--- src/hw/rtl/ffca_pkg.sv ---
`default_nettype none
package ffca_pkg;

  // Pool geometry: one bit per slot, packed into narrow memory words
  localparam int SLOTS   = 65536;
  localparam int SLOT_W  = 17;
  localparam int IDX_W   = $clog2(SLOTS);
  localparam int WORD_W  = 8;
  localparam int BIT_W   = $clog2(WORD_W);
  localparam int ADDR_W  = IDX_W - BIT_W;

  localparam logic [SLOT_W-1:0] POOL_RESET = SLOT_W'(65536);
  localparam logic [SLOT_W-1:0] POOL_MAX   = SLOT_W'(SLOTS);

  // Request codes
  localparam logic MODE_ALLOC = 1'b0;
  localparam logic MODE_FREE  = 1'b1;

  // Register map
  localparam logic [1:0] REG_POOL_SIZE = 2'd0;

  // Scanner result for one word
  typedef struct packed {
    logic              hit;
    logic [SLOT_W-1:0] hit_start;
    logic [SLOT_W-1:0] run;
    logic [SLOT_W-1:0] run_start;
  } scan_res_t;

  typedef enum logic [5:0] {
    ST_CLEAR  = 6'b000001,
    ST_IDLE   = 6'b000010,
    ST_SCAN   = 6'b000100,
    ST_MARK_RD = 6'b001000,
    ST_MARK_WR = 6'b010000,
    ST_RESULT = 6'b100000
  } state_t;

endpackage
`default_nettype wire

--- src/hw/rtl/ffca_scan.sv ---
`default_nettype none
module ffca_scan (
  input  wire logic [ffca_pkg::WORD_W-1:0] word,
  input  wire logic [ffca_pkg::ADDR_W-1:0] waddr,
  input  wire logic [ffca_pkg::SLOT_W-1:0] len,
  input  wire logic [ffca_pkg::SLOT_W-1:0] run_in,
  input  wire logic [ffca_pkg::SLOT_W-1:0] run_start_in,
  output ffca_pkg::scan_res_t              res
);

  // Walk the bits of one word from bit 0 upward, extending the current free run
  always_comb begin
    logic [ffca_pkg::SLOT_W-1:0] c;
    logic [ffca_pkg::SLOT_W-1:0] s;
    logic                        f;
    logic [ffca_pkg::SLOT_W-1:0] fs;
    logic [ffca_pkg::SLOT_W-1:0] pos;
    c  = run_in;
    s  = run_start_in;
    f  = 1'b0;
    fs = '0;
    for (int b = 0; b < ffca_pkg::WORD_W; b++) begin
      pos = ffca_pkg::SLOT_W'({waddr, ffca_pkg::BIT_W'(b)}) + ffca_pkg::SLOT_W'(1);
      if (word[b]) begin
        if (c == '0) begin
          s = pos;
        end
        c = c + ffca_pkg::SLOT_W'(1);
        if (!f && c >= len) begin
          f  = 1'b1;
          fs = s;
        end
      end else begin
        c = '0;
      end
    end
    res.hit       = f;
    res.hit_start = fs;
    res.run       = c;
    res.run_start = s;
  end

endmodule
`default_nettype wire
--- config.mk ---
export PLATFORM = sky130hd
export DESIGN_NAME = ffca_scan
export DESIGN_NICKNAME = d
export VERILOG_FILES = /design/src/hw/rtl/ffca_pkg.sv /design/src/hw/rtl/ffca_scan.sv
export SDC_FILE = /design/constraint.sdc
export NUM_CORES = 1
export LEC_CHECK = 0
export ABC_AREA = 1
export BUFFER_PORTS_ARGS = -buffer_cell sky130_fd_sc_hd__buf_2
export CORE_AREA = 2 2 178 180
export DETAILED_ROUTE_END_ITERATION = 8
export DIE_AREA = 0 0 180 182
export GPL_TIMING_DRIVEN = 0
export PLACE_DENSITY = 0.53
export SLEW_MARGIN = 20
export SYNTH_ARGS = -nofsm -noshare
export SYNTH_HDL_FRONTEND = slang
export SYNTH_SLANG_ARGS = --single-unit
--- constraint.sdc ---
create_clock -name vclk -period 12.1
set_input_delay 2.42 -clock vclk [all_inputs]
set_output_delay 2.42 -clock vclk [all_outputs]
set_load 0.005 [all_outputs]
==> metrics <==
pins over their slew limit 0; initial DRC count roughly 1.1k; final std cells w/o fill roughly 2.9k; Area after DPL 13280 um2; vias per std cell roughly 5.3; Max-Cap Viols 0; Overall Global Routing Usage 0.2631; status finished, final reports clean; Vias 15.18k; first-pass GRT wire length a little over 70000 um; crit start category input pin; Placed Cells about 2.9k; register area share after synthesis 0; share of the cycle needed by the critical path after routing 0.9589; shortest period the worst path allows 11.60 ns; Synth Cell Area between 10000 and 15000 um2; endpoints failing setup 0; overall power roughly 0.0005 W; WP buf/inv 8; worst slew pin tran between 0.6 and 0.7 ns; CP required between 9 and 10 ns; Final GP Congestion roughly 0.9; pwr dens 37.10 nW/um2; Rows 65; critical setup path kind in -> out; TritonRoute pass-1 iters 6; I/O pin count about 120; final wirelength about 45000 um; DR DRC count 0; initial antenna violation count 0; end point of the critical path res[36]; fin util 0.4357; Post-Layout Inst Area between 10000 and 15000 um2; Final HPWL DP a little under 40000 um; Top delay family on crit path simple AND/OR/NAND/NOR gates; commonest non-fill, non-tap cell in the layout nand2_1; Crit-path slowest cell ha_4; Die W around 180 um; n_diodes 0; # hold bufs at CTS 0; post-DR wirelength/cell 15.72 um; largest net degree at the start of global routing 20; # clk buffers 0; Slew HR 0.5611; Synth Area per Inst 5.231 um2; slowest cell delay on critical path 0.33 ns; commonest cells after routing, fill and taps aside nand2_1, inv_1, nor2_1; VDD IR max roughly 0.017 mV; Critical Path Source run_in[0]; critical path fanouts, max 7; share of layout cells above drive strength 1 0.1578; post-synth cell types 54; Ys Warns 0; leakage power total roughly 7.5 nW; fin nets roughly 2.7k; Layout area overhead 10.71%; Peak Freq roughly 86 MHz; die extent in y between 150 and 200 um; vias in the first global route about 14k; Cells after Synth ~2.3k; Initial Utilization 0.3935; IO buf count around 120; grt total ovfl 0; Routed Antenna Nets 0; Crit. path cell count 47; critical path capture point type output pin; Die Footprint between 30000 and 40000 um2; Core Region slightly above 30000 um2; Worst EP arrival 9.18 ns; most frequent CP cell nand2_1; Net Count, Synth 2556; Seq Cell Count 0; Fin. Hold Viols 0; Hold WC Path Type in -> out; register area 0 um2
repair_timing:
action | in CTS | in global routing
buffers inserted | 1 | 4
resized for setup | 3 | 43
pin swaps | 1 | 7
cloned | 0 | 1
endpoints found under the setup margin | 17 | 18
endpoints found under the hold margin | 0 | 0
layer usage:
layer  wire (um)  global-route usage  share of wire  up-vias
met3        2227             0.01103          0.050       37
li1            -                   -              -     7989
met4         813             0.04163          0.018        0
met5           0                   0              0        -
met1       21890              0.3766           0.49     6733
met2       19940              0.4434           0.44      418
stage by stage:
stage          hold slack (ns)  worst slack (ns)  TNS [ns]
2_1_floorplan            4.883            0.9692         0
3_3_place_gp             5.193           -0.7801    -9.233
3_5_place_dp             5.199           -0.8740    -11.04
4_1_cts                  5.198            0.1151         0
5_1_grt                  5.239          -0.04501   -0.2908
6_report                 5.196            0.4975         0
Yosys cell counts, types with 2 or more instances:
library cell | n | area, um2
a21oi_1 | 144 | 720.7
clkinv_1 | 9 | 33.78
o21ai_2 | 15 | 131.4
nand2_2 | 42 | 262.8
buf_4 | 8 | 60.06
o21bai_1 | 3 | 22.52
nand3b_1 | 4 | 30.03
nand3_4 | 2 | 35.03
o211ai_1 | 6 | 45.04
clkbuf_1 | 39 | 146.4
buf_1 | 3 | 11.26
nor2_4 | 15 | 168.9
nor2_1 | 228 | 855.8
o21ai_1 | 21 | 105.1
nor3_2 | 2 | 20.02
nand2_4 | 7 | 78.83
buf_6 | 10 | 112.6
a211oi_1 | 6 | 45.04
buf_2 | 13 | 65.06
a221oi_1 | 10 | 87.58
o21ai_0 | 156 | 780.8
nand4_1 | 82 | 513.0
o31ai_1 | 5 | 37.54
nand3_2 | 31 | 310.3
inv_1 | 274 | 1028
nor3_1 | 38 | 190.2
xnor2_1 | 2 | 17.52
inv_2 | 57 | 214.0
a21o_1 | 5 | 37.54
o41ai_1 | 4 | 35.03
xor2_1 | 20 | 175.2
nor2_2 | 25 | 156.4
a31oi_1 | 12 | 75.07
nand2_1 | 658 | 2470
ha_1 | 153 | 1914
o221ai_1 | 2 | 17.52
nand3_1 | 193 | 965.9
nand4_2 | 2 | 25.02
nor4_1 | 10 | 62.56
how the worst min path moves through the flow:
stage | start | end | slack, ns | cells after the start
2_1_floorplan | waddr[0] | res[3] | 4.88 | 1
3_3_place_gp | word[7] | res[18] | 5.19 | 4
3_5_place_dp | word[7] | res[18] | 5.20 | 4
4_1_cts | word[7] | res[18] | 5.20 | 4
5_1_grt | word[7] | res[18] | 5.24 | 4
6_report | word[7] | res[18] | 5.20 | 4
kinds of logic (layout without fill, tap and decap cells):
kind of cell,after synthesis,in the layout,share of synthesized area
AND/OR/NAND/NOR,1341,1341,0.5050
buffers and inverters,413,534,0.1371
AO/OA/AOI/OAI,402,402,0.1851
adder cells (fa/ha/maj),153,153,0.1570
XOR/XNOR,22,22,0.01580
power by group:
part | internal, W | switching (W) | total [W]
Clock | 0 | 0 | 0
Sequential | 0 | 0 | 0
Combinational | 0.000164 | 0.000337 | 0.000501
Total | 0.000164 | 0.000337 | 0.000501
cell type report:
class,count,area [um2]
Fill cell,3649,17490
Timing Repair Buffer,123,636.9
Tap cell,402,503.0
Buffer,71,404.1
Multi-Input combinational cell,1918,10680
Inverter,340,1276
No activity file was read; power rests on OpenSTA's default activity.
